## config.mk

```make
export PLATFORM = sky130hd
export DESIGN_NAME = calendar_clock_advance_core
export DESIGN_NICKNAME = d
export VERILOG_FILES = /design/src/rtl/cca_pkg.sv /design/src/rtl/cca_dp.sv /design/src/rtl/cca_ctrl.sv /design/src/rtl/calendar_clock_advance_core.sv
export SDC_FILE = /design/constraint.sdc
export NUM_CORES = 1
export LEC_CHECK = 0
export ABC_CLOCK_PERIOD_IN_PS = 11000
export BUFFER_PORTS_ARGS = -buffer_cell sky130_fd_sc_hd__buf_2
export CORE_ASPECT_RATIO = 0.7
export CORE_MARGIN = 5
export CORE_UTILIZATION = 65
export CTS_CLUSTER_SIZE = 12
export DETAILED_ROUTE_END_ITERATION = 8
export HOLD_SLACK_MARGIN = 0.06
export MAX_ROUTING_LAYER = met4
export PLACE_DENSITY_LB_ADDON = 0.05
export REMOVE_ABC_BUFFERS = 1
export SLEW_MARGIN = 40
export SYNTH_ARGS = -nofsm -noshare
export SYNTH_HDL_FRONTEND = slang
export SYNTH_HIERARCHICAL = 1
export SYNTH_SLANG_ARGS = --single-unit
```

## constraint.sdc

```tcl
create_clock -name clk -period 11 [get_ports clk]
set_input_delay 1.65 -clock clk [delete_from_list [all_inputs] [get_ports clk]]
set_output_delay 1.65 -clock clk [all_outputs]
set_load 0.05 [all_outputs]
```

## src/rtl/cca_pkg.sv

```systemverilog
// Shared types, constants and calendar tables for the calendar clock core.
package cca_pkg;

    localparam logic CMD_ADVANCE = 1'b0;
    localparam logic CMD_SET     = 1'b1;

    localparam logic [31:0] SECS_PER_DAY  = 32'd86400;
    localparam logic [31:0] SECS_PER_HOUR = 32'd3600;
    localparam logic [31:0] SECS_PER_MIN  = 32'd60;

    localparam int DAYS_W = 17;
    localparam int HMS_W  = 17;

    typedef struct packed {
        logic load_set;
        logic load_adv;
        logic do_day;
        logic do_hour;
        logic do_min;
        logic do_sec;
        logic calc_days;
        logic calc_mul;
        logic calc_sum;
    } cca_cmd_t;

    typedef struct packed {
        logic ge_day;
        logic ge_hour;
        logic ge_min;
        logic nz;
    } cca_stat_t;

    // Length of a month; unknown month codes count as 30 days.
    function automatic logic [4:0] month_len(input logic leap, input logic [3:0] mo);
        logic [4:0] len;
        begin
            case (mo)
                4'd1, 4'd3, 4'd5, 4'd7, 4'd8, 4'd10, 4'd12: len = 5'd31;
                4'd2: len = leap ? 5'd29 : 5'd28;
                default: len = 5'd30;
            endcase
            return len;
        end
    endfunction

    // Days in the months before mo, months 13 and 14 taken as 30 days.
    function automatic logic [8:0] cum_days(input logic leap, input logic [3:0] mo);
        logic [8:0] d;
        logic [8:0] adj;
        begin
            adj = (leap && (mo >= 4'd3)) ? 9'd1 : 9'd0;
            case (mo)
                4'd0, 4'd1: d = 9'd0;
                4'd2:  d = 9'd31;
                4'd3:  d = 9'd59;
                4'd4:  d = 9'd90;
                4'd5:  d = 9'd120;
                4'd6:  d = 9'd151;
                4'd7:  d = 9'd181;
                4'd8:  d = 9'd212;
                4'd9:  d = 9'd243;
                4'd10: d = 9'd273;
                4'd11: d = 9'd304;
                4'd12: d = 9'd334;
                4'd13: d = 9'd365;
                4'd14: d = 9'd395;
                4'd15: d = 9'd425;
                default: d = 9'd0;
            endcase
            return d + adj;
        end
    endfunction

endpackage

```

## src/rtl/cca_dp.sv

```systemverilog
// Datapath: date registers, carry chain, seconds countdown and timestamp arithmetic.
module cca_dp (
    input  logic                clk,
    input  logic                rst_n,
    input  cca_pkg::cca_cmd_t   ctl,
    output cca_pkg::cca_stat_t  stat,
    input  logic [31:0]         delta_seconds,
    input  logic [7:0]          set_year,
    input  logic [3:0]          set_month,
    input  logic [4:0]          set_day,
    input  logic [4:0]          set_hour,
    input  logic [5:0]          set_minute,
    input  logic [5:0]          set_second,
    output logic [7:0]          year_out,
    output logic [3:0]          month_out,
    output logic [4:0]          day_out,
    output logic [4:0]          hour_out,
    output logic [5:0]          minute_out,
    output logic [5:0]          second_out,
    output logic [31:0]         timestamp
);
    import cca_pkg::*;

    logic [7:0]  year_reg,   year_next;
    logic [3:0]  month_reg,  month_next;
    logic [4:0]  day_reg,    day_next;
    logic [4:0]  hour_reg,   hour_next;
    logic [5:0]  minute_reg, minute_next;
    logic [5:0]  second_reg, second_next;
    logic [31:0] left_reg,   left_next;

    logic [DAYS_W-1:0] days_reg, days_next;
    logic [HMS_W-1:0]  hms_reg,  hms_next;
    logic [31:0]       prod_reg, prod_next;
    logic [31:0]       ts_reg,   ts_next;

    logic sec_wrap, min_wrap, hour_wrap, day_end, leap;
    logic sec_step, min_step, hour_step, day_step;
    logic [5:0] yq;

    assign leap      = (year_reg[1:0] == 2'b00);
    assign sec_wrap  = (second_reg >= 6'd59);
    assign min_wrap  = (minute_reg >= 6'd59);
    assign hour_wrap = (hour_reg >= 5'd23);
    assign day_end   = (day_reg >= month_len(leap, month_reg));

    assign sec_step  = ctl.do_sec;
    assign min_step  = ctl.do_min  | (sec_step & sec_wrap);
    assign hour_step = ctl.do_hour | (min_step & min_wrap);
    assign day_step  = ctl.do_day  | (hour_step & hour_wrap);

    always_comb
    begin
        year_next   = year_reg;
        month_next  = month_reg;
        day_next    = day_reg;
        hour_next   = hour_reg;
        minute_next = minute_reg;
        second_next = second_reg;
        if (ctl.load_set)
        begin
            year_next   = set_year;
            month_next  = set_month;
            day_next    = set_day;
            hour_next   = set_hour;
            minute_next = set_minute;
            second_next = set_second;
        end
        else
        begin
            if (sec_step)
                second_next = sec_wrap ? 6'd0 : second_reg + 6'd1;
            if (min_step)
                minute_next = min_wrap ? 6'd0 : minute_reg + 6'd1;
            if (hour_step)
                hour_next = hour_wrap ? 5'd0 : hour_reg + 5'd1;
            if (day_step)
            begin
                if (!day_end)
                    day_next = day_reg + 5'd1;
                else
                begin
                    day_next = 5'd1;
                    if (month_reg < 4'd12)
                        month_next = month_reg + 4'd1;
                    else
                    begin
                        month_next = 4'd1;
                        year_next  = year_reg + 8'd1;
                    end
                end
            end
        end
    end

    always_comb
    begin
        left_next = left_reg;
        if (ctl.load_adv)
            left_next = delta_seconds;
        else if (ctl.do_day)
            left_next = left_reg - SECS_PER_DAY;
        else if (ctl.do_hour)
            left_next = left_reg - SECS_PER_HOUR;
        else if (ctl.do_min)
            left_next = left_reg - SECS_PER_MIN;
        else if (ctl.do_sec)
            left_next = left_reg - 32'd1;
    end

    assign stat.ge_day  = (left_reg >= SECS_PER_DAY);
    assign stat.ge_hour = (left_reg >= SECS_PER_HOUR);
    assign stat.ge_min  = (left_reg >= SECS_PER_MIN);
    assign stat.nz      = |left_reg;

    // Day count: the +1 base day and the day-1 term cancel.
    always_comb
    begin
        yq = (year_reg == 8'd0) ? 6'd0 : 6'((year_reg - 8'd1) >> 2);
        days_next = DAYS_W'(year_reg) * DAYS_W'(365) + DAYS_W'(yq)
                  + DAYS_W'(cum_days(leap, month_reg)) + DAYS_W'(day_reg);
        hms_next  = HMS_W'(hour_reg) * HMS_W'(3600) + HMS_W'(minute_reg) * HMS_W'(60)
                  + HMS_W'(second_reg);
        prod_next = 32'(days_reg) * SECS_PER_DAY;
        ts_next   = prod_reg + 32'(hms_reg);
    end

    always_ff @(posedge clk or negedge rst_n)
    begin
        if (!rst_n)
        begin
            year_reg   <= 8'd0;
            month_reg  <= 4'd1;
            day_reg    <= 5'd1;
            hour_reg   <= 5'd0;
            minute_reg <= 6'd0;
            second_reg <= 6'd0;
        end
        else
        begin
            year_reg   <= year_next;
            month_reg  <= month_next;
            day_reg    <= day_next;
            hour_reg   <= hour_next;
            minute_reg <= minute_next;
            second_reg <= second_next;
        end
    end

    always_ff @(posedge clk)
    begin
        left_reg <= left_next;
        if (ctl.calc_days)
        begin
            days_reg <= days_next;
            hms_reg  <= hms_next;
        end
        if (ctl.calc_mul)
            prod_reg <= prod_next;
        if (ctl.calc_sum)
            ts_reg <= ts_next;
    end

    assign year_out   = year_reg;
    assign month_out  = month_reg;
    assign day_out    = day_reg;
    assign hour_out   = hour_reg;
    assign minute_out = minute_reg;
    assign second_out = second_reg;
    assign timestamp  = ts_reg;

endmodule

```

## src/rtl/cca_ctrl.sv

```systemverilog
// Controller: sequences load, day/hour/minute/second stepping and the timestamp stages.
module cca_ctrl (
    input  logic                clk,
    input  logic                rst_n,
    input  logic                start,
    input  logic                cmd,
    input  cca_pkg::cca_stat_t  stat,
    output cca_pkg::cca_cmd_t   ctl,
    output logic                busy,
    output logic                done
);
    import cca_pkg::*;

    typedef enum logic [7:0] {
        S_IDLE = 8'b0000_0001,
        S_DAY  = 8'b0000_0010,
        S_HOUR = 8'b0000_0100,
        S_MIN  = 8'b0000_1000,
        S_SEC  = 8'b0001_0000,
        S_DAYS = 8'b0010_0000,
        S_MUL  = 8'b0100_0000,
        S_SUM  = 8'b1000_0000
    } state_t;

    state_t state_reg, state_next;
    logic   done_reg, done_next;

    always_comb
    begin
        state_next = state_reg;
        done_next  = 1'b0;
        ctl        = '0;
        case (state_reg)
            S_IDLE:
            begin
                if (start)
                begin
                    if (cmd == CMD_SET)
                    begin
                        ctl.load_set = 1'b1;
                        state_next   = S_DAYS;
                    end
                    else
                    begin
                        ctl.load_adv = 1'b1;
                        state_next   = S_DAY;
                    end
                end
            end
            S_DAY:
            begin
                if (stat.ge_day)
                    ctl.do_day = 1'b1;
                else
                    state_next = S_HOUR;
            end
            S_HOUR:
            begin
                if (stat.ge_hour)
                    ctl.do_hour = 1'b1;
                else
                    state_next = S_MIN;
            end
            S_MIN:
            begin
                if (stat.ge_min)
                    ctl.do_min = 1'b1;
                else
                    state_next = S_SEC;
            end
            S_SEC:
            begin
                if (stat.nz)
                    ctl.do_sec = 1'b1;
                else
                    state_next = S_DAYS;
            end
            S_DAYS:
            begin
                ctl.calc_days = 1'b1;
                state_next    = S_MUL;
            end
            S_MUL:
            begin
                ctl.calc_mul = 1'b1;
                state_next   = S_SUM;
            end
            S_SUM:
            begin
                ctl.calc_sum = 1'b1;
                done_next    = 1'b1;
                state_next   = S_IDLE;
            end
            default:
            begin
                state_next = S_IDLE;
            end
        endcase
    end

    always_ff @(posedge clk or negedge rst_n)
    begin
        if (!rst_n)
        begin
            state_reg <= S_IDLE;
            done_reg  <= 1'b0;
        end
        else
        begin
            state_reg <= state_next;
            done_reg  <= done_next;
        end
    end

    assign busy = (state_reg != S_IDLE);
    assign done = done_reg;

endmodule

```

## src/rtl/calendar_clock_advance_core.sv

```systemverilog
// Top level of the calendar clock core: controller plus datapath.
//
//  channel   | handshake        | payload
//  ----------+------------------+---------------------------------------------
//  command   | start / busy     | cmd, delta_seconds, set_year .. set_second
//  result    | done (strobe)    | year_out .. second_out, timestamp
//
// A set transaction loads the date, then passes the day count, multiply and sum
// states before done. An advance steps the days, hours, minutes and seconds of
// delta_seconds in turn; the seconds countdown steps one unit a cycle.
// Reset gives 00-01-01 00:00:00. The result strobe lasts one cycle, with busy
// already low, so a new transaction may be accepted on that same edge.
module calendar_clock_advance_core (
    input  logic        clk,
    input  logic        rst_n,
    input  logic        start,
    output logic        busy,
    output logic        done,
    input  logic        cmd,
    input  logic [31:0] delta_seconds,
    input  logic [7:0]  set_year,
    input  logic [3:0]  set_month,
    input  logic [4:0]  set_day,
    input  logic [4:0]  set_hour,
    input  logic [5:0]  set_minute,
    input  logic [5:0]  set_second,
    output logic [7:0]  year_out,
    output logic [3:0]  month_out,
    output logic [4:0]  day_out,
    output logic [4:0]  hour_out,
    output logic [5:0]  minute_out,
    output logic [5:0]  second_out,
    output logic [31:0] timestamp
);
    import cca_pkg::*;

    cca_cmd_t  ctl;
    cca_stat_t stat;

    cca_ctrl u_ctrl (
        .clk   (clk),
        .rst_n (rst_n),
        .start (start),
        .cmd   (cmd),
        .stat  (stat),
        .ctl   (ctl),
        .busy  (busy),
        .done  (done)
    );

    cca_dp u_dp (
        .clk           (clk),
        .rst_n         (rst_n),
        .ctl           (ctl),
        .stat          (stat),
        .delta_seconds (delta_seconds),
        .set_year      (set_year),
        .set_month     (set_month),
        .set_day       (set_day),
        .set_hour      (set_hour),
        .set_minute    (set_minute),
        .set_second    (set_second),
        .year_out      (year_out),
        .month_out     (month_out),
        .day_out       (day_out),
        .hour_out      (hour_out),
        .minute_out    (minute_out),
        .second_out    (second_out),
        .timestamp     (timestamp)
    );

    a_done_idle: assert property (@(posedge clk) disable iff (!rst_n)
        done |-> !busy)
        else $error("result strobe while busy");

    a_done_after_busy: assert property (@(posedge clk) disable iff (!rst_n)
        $rose(done) |-> $past(busy))
        else $error("result strobe without a transaction in flight");

    a_set_loads: assert property (@(posedge clk) disable iff (!rst_n)
        (start && !busy && cmd == CMD_SET) |=>
            (year_out == $past(set_year) && month_out == $past(set_month)
             && day_out == $past(set_day) && second_out == $past(set_second)))
        else $error("set transaction did not load the date");

    a_busy_from_start: assert property (@(posedge clk) disable iff (!rst_n)
        $rose(busy) |-> $past(start))
        else $error("busy rose without start");

endmodule

```

==> metrics, run 1 <==
initial core utilization 66.2%; Port Buffers 137; share of layout cells above drive strength 1 12.0%; HP Class flop to flop; status complete, no violations; FP Rows 47; WP data arrival 7.24 ns; largest net degree at the start of global routing 67; initial antenna violation count 0; CTS sink count 166; global-route wire length before repair 58,000 um; Routability Congestion 0.943; DR WL/cell 17.3 um; n_diodes 0; Total Die Area 27,400 um2; Residual DRC 0; initial drt markers 942; Main synth FF type edfxtp_1; CP startpoint kind flop; vias after detailed routing 11,900; Final #Nets 2,100; final slew viol count 0; Clock Tree Buf Depth 2; DRT Wirelength 35,300 um; Die X 196 um; global-route usage over all layers 26.6%; synth-to-layout area growth 10.3%; # hold bufs at CTS 0; Slew headroom 43.3%; final setup violation count 0; Setup Fix Bufs, Post-CTS 0; CP endpoint kind flop; Final Skew 0.0120 ns; Core Area 23,700 um2; GRT overflow 0; reg2reg setup slack 3.94 ns; antenna viol nets, final 0; CTS tree done; synthesized area 15,700 um2; MaxCap Viol Count 0; vias in the first global route 11,400; RSZ-0062 raised after global routing no; commonest non-fill, non-tap cell in the layout inv_1; fmax 0.142 GHz; clk root buf clkbuf_16; number of CTS-inserted buffers 17; Final min period 7.06 ns; Ports 138; worst slew pin tran 0.846 ns; critical path peak fanout 11; post-CTS sizing 0; final period utilization 64.2%; Crit Path Category flop to flop; endpoints failing hold 0; register area share after synthesis 30.4%; Avg Inst Size Synth 9.97 um2; DPL Wire Length 27,600 um; drt pass-1 iters 5; clk_lat worst skew 0.43 ns; clk slew on worst S/H paths 0.07 ns; htree depth 4; Synth Warn # 6; Synth async-reset ratio 25.9%; via/cell ratio 5.85; commonest cells after routing, fill and taps aside inv_1 (248), ha_1 (240), buf_2 (137), edfxtp_1 (123), nand2_1 (90); EDFF count, synth 123; cell count after synthesis 1,574; post-synthesis register bit count 166; die height 140 um; setup TNS 0 ns; WP data required 11.17 ns; post-synth cell types 87
stage by stage:
stage                     util, %  worst slack [ns]  std cells  hold WS, ns  cell area (um2)
after CTS                    73.0              3.96       2035        0.433            17300
after global routing         73.0              3.48       2035        0.446            17300
final                        73.0              3.94       2035        0.430            17300
after detailed placement     70.6              4.00       2003        0.419            16700
after floorplan                 -              4.08       1537        0.400            15500
after global placement       70.5              4.11       2003        0.404            16700
worst max-delay path, cell delays in order, from the launching register on:
cell,delay (ns)
dfstp_2,0.65
inv_1,0.13
ha_1,0.22
or2_2,0.29
mux4_2,0.48
ha_1,0.23
nor3b_1,0.16
nand2_1,0.11
xor2_1,0.17
fa_1,0.47
fa_1,0.52
inv_1,0.05
fa_1,0.48
inv_1,0.06
fa_1,0.52
inv_1,0.05
fa_1,0.52
inv_1,0.04
ha_1,0.32
nand3_1,0.10
a2bb2oi_1,0.25
a21oi_1,0.15
o31ai_1,0.31
a21oi_1,0.15
a311o_1,0.37
path summary, 6_finish.rpt:
| kind | startpoint | endpoint | depth (start not counted) |
|---|---|---|---|
| max | u_dp/month_out[0]$_DFFE_PN1P_ | u_dp/days_reg[15]$_DFFE_PP_ | 24 |
| min | u_dp/hms_reg[5]$_DFFE_PP_ | u_dp/timestamp[5]$_DFFE_PP_ | 0 |
| max reg2reg | u_dp/month_out[0]$_DFFE_PN1P_ | u_dp/days_reg[15]$_DFFE_PP_ | 24 |
| min reg2reg | u_dp/hms_reg[5]$_DFFE_PP_ | u_dp/timestamp[5]$_DFFE_PP_ | 0 |
| max in group asynchronous | rst_n | u_dp/hour_out[2]$_DFFE_PN0P_ | 2 |
| min in group asynchronous | rst_n | u_ctrl/state_reg[1]$_DFFE_PN0P_ | 2 |
logic make-up after synthesis:
family | count (synthesis) | synth area share, %
buf+inv | 285 | 7.00
mux | 9 | 0.662
xor+xnor | 117 | 6.53
fa+ha+maj | 326 | 30.1
flops | 166 | 30.4
simple gates | 323 | 11.0
compound gates | 348 | 14.3
synthesized netlist by cell type (all sizes together), types with 14 or more instances:
cell type | count | share of area [%]
a21oi | 88 | 2.8
xor2 | 39 | 2.2
dfrtp | 40 | 6.4
nor3 | 31 | 0.99
a21o | 25 | 1.2
clkbuf | 24 | 0.58
xnor2 | 78 | 4.4
inv | 248 | 5.9
o21ai | 103 | 3.3
fa | 86 | 11
edfxtp | 123 | 24
nand2 | 90 | 2.2
and3 | 14 | 0.59
nor2 | 67 | 1.6
nor2b | 17 | 0.68
ha | 240 | 19
nand3 | 17 | 0.54
final cells by class:
cell class | instances | area (um2)
fill | 1762 | 6390
multi-input combinational | 1123 | 9850
clock inverter | 11 | 151
tap | 318 | 398
inverter | 248 | 931
clock buffer | 21 | 440
timing repair buffer | 148 | 768
sequential | 166 | 4770
per-layer routing:
| layer | part of all wire, % | track usage (%) | up-vias |
|---|---|---|---|
| met5 | 0 | - | - |
| met4 | 1.0 | 4.66 | 0 |
| met1 | 50 | 40.2 | 5741 |
| met3 | 6.7 | 4.87 | 30 |
| li1 | - | - | 5762 |
| met2 | 43 | 38.0 | 370 |
Power of run 1 is left out: the tool's default activity adds up to more than one toggle a clock period on the data nets, which glitch-free logic cannot reach.
==> run 2: changes to the inputs <==
--- a/config.mk
+++ b/config.mk
@@ -5,11 +5,11 @@
 export SDC_FILE = /design/constraint.sdc
 export NUM_CORES = 1
 export LEC_CHECK = 0
-export ABC_CLOCK_PERIOD_IN_PS = 11000
+export ABC_CLOCK_PERIOD_IN_PS = 5780
 export BUFFER_PORTS_ARGS = -buffer_cell sky130_fd_sc_hd__buf_2
 export CORE_ASPECT_RATIO = 0.7
 export CORE_MARGIN = 5
-export CORE_UTILIZATION = 65
+export CORE_UTILIZATION = 56
 export CTS_CLUSTER_SIZE = 12
 export DETAILED_ROUTE_END_ITERATION = 8
 export HOLD_SLACK_MARGIN = 0.06
==> constraint.sdc (replaced) <==
create_clock -name clk -period 5.78 [get_ports clk]
set_input_delay 0.867 -clock clk [delete_from_list [all_inputs] [get_ports clk]]
set_output_delay 0.867 -clock clk [all_outputs]
set_load 0.05 [all_outputs]
==> run 2 against run 1 <==
The flow now finishes with violations (negative setup slack). Final cell count grew 5.6%. Sequential share of layout area shrank 1.2 points. Worst hold slack lost 0.012 ns. Clock skew is essentially flat. Fmax grew 10%. Critical path depth grew 1. Non-clock buffer count grew 60. Clock-buffer cell count shrank 3. Utilization shrank 7.6 points.
==> metrics, run 2 (synthesis results as in run 1) <==
CTS tree done; CP endpoint kind flop; RSZ-0062 raised after global routing yes; status finished with violations; delay of the slowest critical-path stage 0.56 ns; Ports 138; worst hold slack 0.419 ns; share of layout cells above drive strength 1 17.0%; worst slew pin tran 0.819 ns; synth-to-layout area growth 15.5%; via/cell ratio 5.53; initial drt markers 648; DR WL/cell 16.8 um; Final WS setup -0.628 ns; MaxCap Viol Count 0; CTS sink count 166; die height 150 um; WP data arrival 6.59 ns; Clock Tree Buf Depth 2; final period utilization 111%; global-route wire length before repair 58,900 um; fmax 0.156 GHz; final setup violation count 11; pre-CTS setup slack -0.981 ns; crit-path leading delay family adder cells; non-filler instance count after layout 2,149; vias after detailed routing 11,900; commonest cells after routing, fill and taps aside inv_1 (243), ha_1 (233), buf_2 (137), edfxtp_1 (123), nand2_1 (89); global-route usage over all layers 23.9%; Final #Nets 2,160; WP data required 5.97 ns; clk slew on worst S/H paths 0.07 ns; largest net degree at the start of global routing 44; CP startpoint kind flop; failing checks negative setup slack; # hold bufs at CTS 0; antenna viol nets, final 0; critical path's most frequent cell fa_1; Total Die Area 31,500 um2; endpoints failing hold 0; Slew headroom 45.1%; number of CTS-inserted buffers 17; clk_lat worst skew 0.45 ns; Routability Congestion 0.908; GRT overflow 0; critical path peak fanout 3; dpl cells 2,105; Residual DRC 0; vias in the first global route 11,700; DPL Wire Length 28,000 um; HP Class flop to flop; clk root buf clkbuf_16; CP bufs+invs 7; drt pass-1 iters 5; FP Rows 51; Die X 210 um; htree depth 4; Final Skew 0.0124 ns; final slew viol count 0; initial core utilization 56.7%; initial antenna violation count 0; Crit-path slowest cell dfstp_2; commonest non-fill, non-tap cell in the layout inv_1; Core Area 27,700 um2; DRT Wirelength 36,000 um; Port Buffers 137; Final min period 6.41 ns; Crit Path Category flop to flop
-- run 2: path summary, 6_finish.rpt --
kind                                               start                               to  slack, ns  cells past startpoint
max                        u_dp/month_out[0]$_DFFE_PN1P_      u_dp/days_reg[16]$_DFFE_PP_      -0.63                     25
min                            u_dp/hms_reg[1]$_DFFE_PP_      u_dp/timestamp[1]$_DFFE_PP_       0.42                      0
max reg2reg                u_dp/month_out[0]$_DFFE_PN1P_      u_dp/days_reg[16]$_DFFE_PP_      -0.63                     25
min reg2reg                    u_dp/hms_reg[1]$_DFFE_PP_      u_dp/timestamp[1]$_DFFE_PP_       0.42                      0
max in group asynchronous                          rst_n   u_dp/minute_out[5]$_DFFE_PN0P_       4.73                      2
min in group asynchronous                          rst_n  u_ctrl/state_reg[3]$_DFFE_PN0P_       0.55                      2
-- run 2: metal layers --
metal  track usage, %  wire (um)  share of wire (%)  vias up
met4             4.53        364                1.0        0
met3             4.99       1970                5.5       26
met2             34.4      15600                 43      284
li1                 -          -                  -     5877
met1             35.2      18100                 50     5703
met5                -          0                  0        -
-- run 2: layout make-up --
type	count	area (um2)
clock buffers	18	429
multi-input cells	1123	10100
fillers	2275	9580
repair buffers	208	1260
inverters	248	936
clock inverters	14	151
diodes	1	2.50
well taps	371	464
flip-flops and latches	166	4770
-- run 2: what timing repair did --
action | 4_1_cts | 5_1_grt
buffers inserted | 9 | 2
hold endpoints to repair | 0 | 0
setup endpoints to repair | 11 | 11
pin swaps | 30 | 20
gates resized for setup | 47 | 16
-- run 2: stage by stage --
| stage | setup TNS [ns] | cell area, um2 | util [%] |
|---|---|---|---|
| 2_1_floorplan | -8.35 | 15500 | - |
| 3_3_place_gp | -5.68 | 17200 | 61.9 |
| 3_5_place_dp | -7.03 | 17200 | 61.9 |
| 4_1_cts | -3.77 | 18000 | 65.1 |
| 5_1_grt | -6.34 | 18100 | 65.4 |
| 6_report | -4.29 | 18100 | 65.4 |
Power of run 2 is left out for the same reason.
